`config.mk`:
```
export PLATFORM = sky130hd
export DESIGN_NAME = header_resync_frame_checksum
export DESIGN_NICKNAME = d
export VERILOG_FILES = /design/src/rtl/hrfc_pkg.sv /design/src/rtl/header_resync_frame_checksum.sv
export SDC_FILE = /design/constraint.sdc
export NUM_CORES = 1
export LEC_CHECK = 0
export BUFFER_PORTS_ARGS = -buffer_cell sky130_fd_sc_hd__clkbuf_2
export CORE_MARGIN = 8
export CORE_UTILIZATION = 47
export DETAILED_ROUTE_END_ITERATION = 8
export PLACE_DENSITY = 0.77
export SYNTH_ARGS = -nofsm -noshare
export SYNTH_HDL_FRONTEND = slang
export SYNTH_SLANG_ARGS = --single-unit
```
`constraint.sdc`:
```
create_clock -name clk -period 7.26 [get_ports clk]
set_input_delay 1.089 -clock clk [delete_from_list [all_inputs] [get_ports clk]]
set_output_delay 1.089 -clock clk [all_outputs]
set_load 0.05 [all_outputs]
```
`src/rtl/hrfc_pkg.sv`:
```
// ----------------------------------------------------------------------------
// hrfc_pkg
// Types and constants for the header-resynchronised frame checksum block.
// ----------------------------------------------------------------------------
`default_nettype none

package hrfc_pkg;

    localparam int BYTE_W   = 8;
    localparam int LEN_W    = 4;
    localparam int WORD_W   = 64;
    localparam int IDX_W    = 1;

    typedef logic [BYTE_W-1:0] byte_t;
    typedef logic [LEN_W-1:0]  len_t;
    typedef logic [WORD_W-1:0] word_t;
    typedef logic [IDX_W-1:0]  reg_idx_t;

    localparam reg_idx_t REG_HEADER_VALUE = 1'd0;
    localparam reg_idx_t REG_FRAME_LENGTH = 1'd1;

    localparam byte_t HEADER_RESET = 8'hFE;
    localparam len_t  LENGTH_RESET = 4'd8;
    localparam len_t  LENGTH_MIN   = 4'd2;

endpackage

`default_nettype wire

```
`src/rtl/header_resync_frame_checksum.sv`:
```
// ----------------------------------------------------------------------------
// header_resync_frame_checksum
// Collects bytes into fixed-length frames, resyncs on a header byte and
// forwards frames whose last byte equals the mod-256 sum of the others.
// ----------------------------------------------------------------------------
// Channel  Direction  Payload
// s_       in         tdata[7:0]  = rx_byte
// m_       out        tdata[63:0] = frame_word
// cfg_     in         index 0 header_value, index 1 frame_length
//
// One byte per cycle while s_tready is high: count, running sum and frame store update on accept.
// Frame word sits in an output register, valid in the cycle after the last byte is accepted.
// s_tready drops only while that register holds a request not yet taken.
// Reset clears count, sum and the output valid and loads the config registers with their reset values;
// the frame store is not cleared (only bytes written since the last restart are read).
// ----------------------------------------------------------------------------
`default_nettype none

module header_resync_frame_checksum #(
    parameter int MAX_FRAME_BYTES = 8
) (
    input  wire logic                      clk,
    input  wire logic                      rst_n,
    input  wire logic                      cfg_we,
    input  wire hrfc_pkg::reg_idx_t        cfg_index,
    input  wire hrfc_pkg::byte_t           cfg_data,
    input  wire logic                      s_tvalid,
    output logic                           s_tready,
    input  wire hrfc_pkg::byte_t           s_tdata,   // [7:0] rx_byte
    output logic                           m_tvalid,
    input  wire logic                      m_tready,
    output hrfc_pkg::word_t                m_tdata    // [63:0] frame_word
);

    localparam int CNT_W = (MAX_FRAME_BYTES > 2) ? $clog2(MAX_FRAME_BYTES) : 1;

    typedef logic [CNT_W-1:0] cnt_t;

    hrfc_pkg::byte_t  header_reg;
    hrfc_pkg::len_t   length_reg;
    cnt_t             count_reg, count_next;
    hrfc_pkg::byte_t  sum_reg, sum_next;
    hrfc_pkg::byte_t  frame_reg [MAX_FRAME_BYTES];
    logic             out_valid_reg, out_valid_next;
    hrfc_pkg::word_t  out_word_reg, out_word_next;

    hrfc_pkg::len_t   eff_len;
    logic             accept;
    logic             is_header;
    cnt_t             cnt_eff;
    hrfc_pkg::byte_t  sum_eff;
    logic             is_last;
    logic             sum_ok;
    hrfc_pkg::word_t  word_build;

    assign accept   = s_tvalid && s_tready;
    assign s_tready = !out_valid_reg || m_tready;
    assign m_tvalid = out_valid_reg;
    assign m_tdata  = out_word_reg;

    always_comb
    begin
        priority if (length_reg < hrfc_pkg::LENGTH_MIN)
        begin
            eff_len = hrfc_pkg::LENGTH_MIN;
        end
        else if (length_reg > hrfc_pkg::LEN_W'(MAX_FRAME_BYTES))
        begin
            eff_len = hrfc_pkg::LEN_W'(MAX_FRAME_BYTES);
        end
        else
        begin
            eff_len = length_reg;
        end
    end

    assign is_header = (s_tdata == header_reg);
    assign cnt_eff   = is_header ? '0 : count_reg;
    assign sum_eff   = is_header ? '0 : sum_reg;
    assign is_last   = (hrfc_pkg::LEN_W'(cnt_eff) + hrfc_pkg::LEN_W'(1)) == eff_len;
    assign sum_ok    = (sum_eff == s_tdata);

    always_comb
    begin
        word_build = '0;
        for (int k = 0; k < MAX_FRAME_BYTES; k++)
        begin
            if (cnt_t'(k) < cnt_eff)
            begin
                word_build[k*8 +: 8] = frame_reg[k];
            end
            else if (cnt_t'(k) == cnt_eff)
            begin
                word_build[k*8 +: 8] = s_tdata;
            end
        end
    end

    always_comb
    begin
        count_next     = count_reg;
        sum_next       = sum_reg;
        out_valid_next = out_valid_reg && !m_tready;
        out_word_next  = out_word_reg;
        if (accept)
        begin
            if (is_last)
            begin
                count_next = '0;
                sum_next   = '0;
                if (sum_ok)
                begin
                    out_valid_next = 1'b1;
                    out_word_next  = word_build;
                end
            end
            else
            begin
                count_next = cnt_eff + cnt_t'(1);
                sum_next   = sum_eff + s_tdata;
            end
        end
        if (cfg_we && (cfg_index == hrfc_pkg::REG_FRAME_LENGTH))
        begin
            count_next = '0;
            sum_next   = '0;
        end
    end

    always_ff @(posedge clk or negedge rst_n)
    begin
        if (!rst_n)
        begin
            header_reg    <= hrfc_pkg::HEADER_RESET;
            length_reg    <= hrfc_pkg::LENGTH_RESET;
            count_reg     <= '0;
            sum_reg       <= '0;
            out_valid_reg <= 1'b0;
        end
        else
        begin
            count_reg     <= count_next;
            sum_reg       <= sum_next;
            out_valid_reg <= out_valid_next;
            if (cfg_we)
            begin
                unique case (cfg_index)
                    hrfc_pkg::REG_HEADER_VALUE: header_reg <= cfg_data;
                    hrfc_pkg::REG_FRAME_LENGTH: length_reg <= cfg_data[hrfc_pkg::LEN_W-1:0];
                    default: ;
                endcase
            end
        end
    end

    always_ff @(posedge clk)
    begin
        out_word_reg <= out_word_next;
        if (accept && !is_last)
        begin
            for (int k = 0; k < MAX_FRAME_BYTES; k++)
            begin
                if (cnt_eff == cnt_t'(k))
                begin
                    frame_reg[k] <= s_tdata;
                end
            end
        end
    end

endmodule

`default_nettype wire

```
Word level (Yosys, flattened, before mapping):

Memories as Yosys holds them, arrays and structs flattened. A register that Yosys moved wholly into a read port is not among the register bits.
Cells that the tools add are included.

* order comparisons: 10
* muxes and demuxes: 74
* bitwise gates (word level): 1
* add/subtract/negate cells: 3
* equality and inequality tests: 17
* reductions and logical operators: 20

Operator list (count)
* $mux 8: 27
* $reduce_or 8->1: 7
* $mux 1: 34
* $mux 3: 11
* $eq 8x8->1: 2
* $eq 3x3->1 const A: 4
* $eq 3x3->1 const B: 4
* $lt 3x3->1 const A: 4
* $add 8x8->8: 1
* $mux 4: 2
* $eq 2x3->1 const A: 2
* $eq 3x2->1 const B: 2
* $lt 1x3->1 const A: 2
* $lt 2x3->1 const A: 2
* $add 3x1->4 const B: 1
* $eq 4x4->1: 1
* $gt 4x4->1 const B: 1
* $logic_and 1x1->1: 4
* $lt 4x2->1 const B: 1
* $reduce_and 2->1: 2
* $add 3x1->3 const B: 1
* $eq 1x3->1 const A: 1
* $eq 3x1->1 const B: 1
* $logic_not 1->1: 3
* other kinds (5): 5

* word-level logic and storage cells: 132
* bits in writable memories: 64
* memories kept: 1
* bits in registers: 88
* input port bits: 22
* output and inout port bits: 66

Memories
* frame_reg: depth 8, bits a word 8, read ports 8, clocked after memory_dff 1, write ports 1, RTL line header_resync_frame_checksum.sv:43 `hrfc_pkg::byte_t frame_reg [MAX_FRAME_BYTES];`

Longest topological paths before layout:

* depth after elaboration: 16
* depth in mapped cells: 18
* gate-level depth less buffers: 13

Least setup slack after synthesis:

Ideal clock, no wire load.

* kind: in2reg
* start: in s_tdata[2]
* end: reg out_word_reg[0], in the netlist m_tdata[0] (read register of frame_reg), enable pin
* stages on the path: 14
* arrival: 7575 ps
* setup time: 565 ps
* required time: 6695 ps
* setup slack: -880 ps
* path through: buf_2 xnor2_2 nand4_2 or2_1 clkbuf_1 clkbuf_1 and2_1 ha_1 ha_1 nor3b_1 a31oi_1 nor2_1 mux2i_1 nor3_1

* longest elaborated chain between the ends: 5
* elaborated cells between the ends (all ways): 7
* classes of those cells: 1 x add/sub; 3 x eq/ne; 2 x mux; 1 x reduce/logical

Ends and longest elaborated chain
* start, declared: RTL line header_resync_frame_checksum.sv:29 `input wire hrfc_pkg::byte_t s_tdata,`
* $eq 8x8->1: RTL line header_resync_frame_checksum.sv:77 `assign is_header = (s_tdata == header_reg);`
* $mux 3: RTL line header_resync_frame_checksum.sv:78 `assign cnt_eff = is_header ? '0 : count_reg;`
* $add 3x1->4: RTL line header_resync_frame_checksum.sv:80 `assign is_last = (hrfc_pkg::LEN_W'(cnt_eff) + hrfc_pkg::LEN_W'(1)) == eff_len;`
* $eq 4x4->1: RTL line header_resync_frame_checksum.sv:80
* $reduce_and 3->1 (no source line) *
* end, declared: RTL line header_resync_frame_checksum.sv:45 `hrfc_pkg::word_t out_word_reg, out_word_next;`

Mark *: on every way between the ends. The rest lies on a longest branch, timed or not.
A chain may end at the register's enable or synchronous reset.

Worst setup path after layout:

* start: in s_tdata[7]
* end: mem frame_reg[5][3] in the netlist's numbering, enable pin

* longest elaborated chain between the ends: 16
* elaborated cells between the ends (all ways): 59
* classes of those cells: 1 x add/sub; 9 x eq/ne; 39 x mux; 10 x reduce/logical

Ends and longest elaborated chain
* $eq 8x8->1 *: RTL line header_resync_frame_checksum.sv:77
* $mux 3 *: RTL line header_resync_frame_checksum.sv:78
* $add 3x1->4: RTL line header_resync_frame_checksum.sv:80
* $eq 4x4->1: RTL line header_resync_frame_checksum.sv:80
* $logic_not 1->1: RTL line header_resync_frame_checksum.sv:159 `if (accept && !is_last)`
* $logic_and 1x1->1: RTL line header_resync_frame_checksum.sv:159
* $mux 1: RTL line header_resync_frame_checksum.sv:159
* $mux 1 (implied by the code): RTL line header_resync_frame_checksum.sv:165 `frame_reg[k] <= s_tdata;`
* $reduce_or 8->1 (no source line)
* $mux 3 (no source line) / $mux 1 (equally long branches) (7 in series)
* end, declared: RTL line header_resync_frame_checksum.sv:43

Marked as above.

==> flow_summary.toml <==
[status]
status = "finished, final reports clean"

[sta]
slew_violations = 0
fin_crit_ns = 5.36
rsz0062_at_grt = "no"
hold_viol_final = 0
tns_ns = 0
post-route-period-util = 0.738
worstMarginPinSlew_ns = 0.872
fmax_mhz = 187
slew_headroom = 0.419
finClkSkew_ns = 0.00541
setup_violations = 0

[yosys]
synth_seq_cells = 144
netlist_area_um2 = 6120
yosysSeqAreaShare = 0.689
yosys.area.top_type = "edfxtp_1"
post-synth-top-area-fraction = 0.589
netlist_instances = 441
yosysWarnings = 0
yosysMostFrequentCell = "edfxtp_1"
async_reset_ff_frac = 0.167
synth_cell_types = 51
synth_edf_count = 120
synth_nets = 475
syn_avg_cell_area_um2 = 13.9
synth_flop_cell = "edfxtp_1"
synthTopCellsByCount = "120 x edfxtp_1, 36 x nand2_1, 32 x nor2_1"
synth.top_cells.by_area = "edfxtp_1 59%, dfrtp_1 6.5%, dfstp_2 3.4%"

[grt]
gr-total-overflow = 0
antenna_found_initial = 0
grt_max_degree = 65
grt_first_pass_wirelength_um = 20000
grt_usage = 0.158
grt_pass1_vias = 3819

[hold_path]
hold_path_class = "register to register"
hold_depth = 0

[power]
power.total_uw = 2270
p_leak_uw = 0.00278
p_per_area_nw_per_um2 = 315
combPwrFrac = 0.182
p_switching_uw = 599
clkPwrFrac = 0.367
ir_worst_vdd_mv = 0.181
p_int_uw = 1670
p_seq_frac = 0.451
switching_share = 0.264

[setup_path]
reg2regPathDepth = 12
worst-r2r-setup-slack_ns = 2.46
cp-endpoint = "frame_reg[5][3]$_DFFE_PP_"
critPathLaunch = "s_tdata[7]"
start_kind = "primary input"
path_cells = "clkbuf_2, xnor2_1, nand4_2, or2_1, nand2_2, inv_1, ha_1, nor3b_1, a31oi_1, nor2_1, mux2i_1, o21ba_1, and4b_1"
max_stage_delay_ns = 0.72
r2r_end = "frame_reg[5][3]$_DFFE_PP_"
cp_max_fo = 27
cp.required_ns = 7.34
worstPathArrival_ns = 5.43
reg2reg_from = "header_reg[2]$_DFFE_PN1P_"
crit_slowest_cell = "o21ba_1"
cp-end-kind = "register"
crit_type = "primary input to register"

[cells_and_area]
fill_cells = 1016
drive_gt1_frac = 0.297
largest_register_ffs = 64
nets = 550
num_antenna_cells = 0
area_delta_synth_final_pct = 17.8
utilization = 0.569

[clocking]
htreeDepth = 4
hold_buffers = 0
numCtsBuffers = 17
cts_root_buf = "clkbuf_16"
cts_num_sinks = 144
cts_max_path_buffers = 2
clkTransAtPathRegs_ns = 0.06
cts_tree = "yes"
postCtsSetupBuffers = 0
ctsResizeCount = 0
insertion_delay_ns = 0.41

[placement]
numPortBuffers = 87
hpwl_um = 8530
place_congestion = 0.851

[route]
route.detailed.drc = 0
vias = 3777
dr.pass1.iters = 4
postRouteAntennaNets = 0
via_per_inst = 5.39
wl_per_cell_um = 18.6
drt_iter0_markers = 341
wl_um = 13000

[die]
num_io_pins = 88
placeableCoreArea_um2 = 12700
die-area_um2 = 16900
fp.dieW_um = 130
row_count = 41
initial_utilization = 0.483
die_h_um = 130

[run]
maxCapViolCount = 0
==> power groups by stage <==
| stage | clock network, uW | logic, uW | registers, uW |
|---|---|---|---|
| floorplan | 0 | 348 | 1010 |
| global placement | 0 | 392 | 1040 |
| detailed placement | 0 | 408 | 1040 |
| CTS | 844 | 413 | 1020 |
| global route | 878 | 455 | 1030 |
| finish | 833 | 413 | 1020 |
==> layout by cell type, fill, tap and decap left out, types with 2 or more instances in the layout <==
| cell | synthesis | routed |
|---|---|---|
| a211oi_1 | 2 | 2 |
| a21o_1 | 4 | 4 |
| a21oi_1 | 26 | 26 |
| a22o_1 | 16 | 16 |
| a22oi_1 | 4 | 4 |
| a22oi_2 | 8 | 8 |
| and2_1 | 20 | 20 |
| and3_1 | 4 | 4 |
| bufinv_16 | 0 | 2 |
| clkbuf_1 | 13 | 5 |
| clkbuf_16 | 0 | 17 |
| clkbuf_2 | 0 | 87 |
| clkbuf_8 | 0 | 3 |
| clkinv_2 | 0 | 5 |
| dfrtp_1 | 16 | 16 |
| dfstp_2 | 8 | 8 |
| edfxtp_1 | 120 | 120 |
| ha_1 | 11 | 11 |
| inv_1 | 4 | 4 |
| mux2_2 | 11 | 11 |
| nand2_1 | 36 | 36 |
| nand3_1 | 17 | 17 |
| nand4_2 | 2 | 2 |
| nor2_1 | 32 | 32 |
| nor2_2 | 3 | 3 |
| nor3_1 | 4 | 3 |
| o21a_1 | 2 | 2 |
| o21ai_0 | 21 | 21 |
| xnor2_1 | 10 | 10 |
| xnor2_2 | 3 | 3 |
| xor2_1 | 4 | 4 |
==> per-layer routing <==
metal	vias up	GRT usage	wire length [um]
met5	-	0	0
met4	0	0.0649	225
met3	17	0.0490	1180
met2	166	0.258	6270
met1	1827	0.191	5340
li1	1767	-	-
==> per-stage QoR <==
stage	area (um^2)	setup slack, ns	cells	hold slack (ns)
5_1_grt	7210	1.59	701	0.431
3_3_place_gp	6640	1.79	669	0.425
4_1_cts	7210	1.94	701	0.420
2_1_floorplan	6120	1.07	441	0.400
6_report	7210	1.90	701	0.426
3_5_place_dp	6640	1.56	669	0.406
==> worst min path at each step <==
stage	startpoint	to	slack (ns)
floorplan	frame_reg[0][0]$_DFFE_PP_	m_tdata[0]$_DFFE_PP_	0.40
global placement	frame_reg[0][5]$_DFFE_PP_	m_tdata[5]$_DFFE_PP_	0.42
detailed placement	frame_reg[0][2]$_DFFE_PP_	m_tdata[2]$_DFFE_PP_	0.41
CTS	frame_reg[0][2]$_DFFE_PP_	m_tdata[2]$_DFFE_PP_	0.42
global route	frame_reg[0][2]$_DFFE_PP_	m_tdata[2]$_DFFE_PP_	0.43
finish	frame_reg[0][2]$_DFFE_PP_	m_tdata[2]$_DFFE_PP_	0.43
==> area by class of cell <==
cell class                 instances  area, um^2  area share
multi-input combinational        261        1750       0.243
inverter                           4        15.0     0.00208
timing repair buffer              88         443      0.0614
clock inverter                     7        85.1      0.0118
clock buffer                      25         485      0.0673
sequential                       144        4210       0.584
tap                              172         215      0.0298
==> worst max-delay path, delay by kind of cell <==
family | cells | cell delay, ns
AND/OR/NAND/NOR | 6 | 1.76
XOR/XNOR | 1 | 0.29
buffers and inverters | 2 | 0.63
AO/OA/AOI/OAI | 2 | 0.90
adder cells (fa/ha/maj) | 1 | 0.43
multiplexers | 1 | 0.33
==> logic make-up (layout without fill, tap and decap cells) <==
group                    count (synthesis)  after routing  share of synthesized area
multiplexers                            12             12                     0.0219
XOR/XNOR                                17             17                     0.0280
AND/OR/NAND/NOR                        130            130                      0.106
buffers and inverters                   36            124                     0.0268
adder cells (fa/ha/maj)                 12             12                     0.0258
flip-flops                             144            144                      0.689
AO/OA/AOI/OAI                           90             90                      0.103
Note: power is estimated with default switching activity, not from simulation.
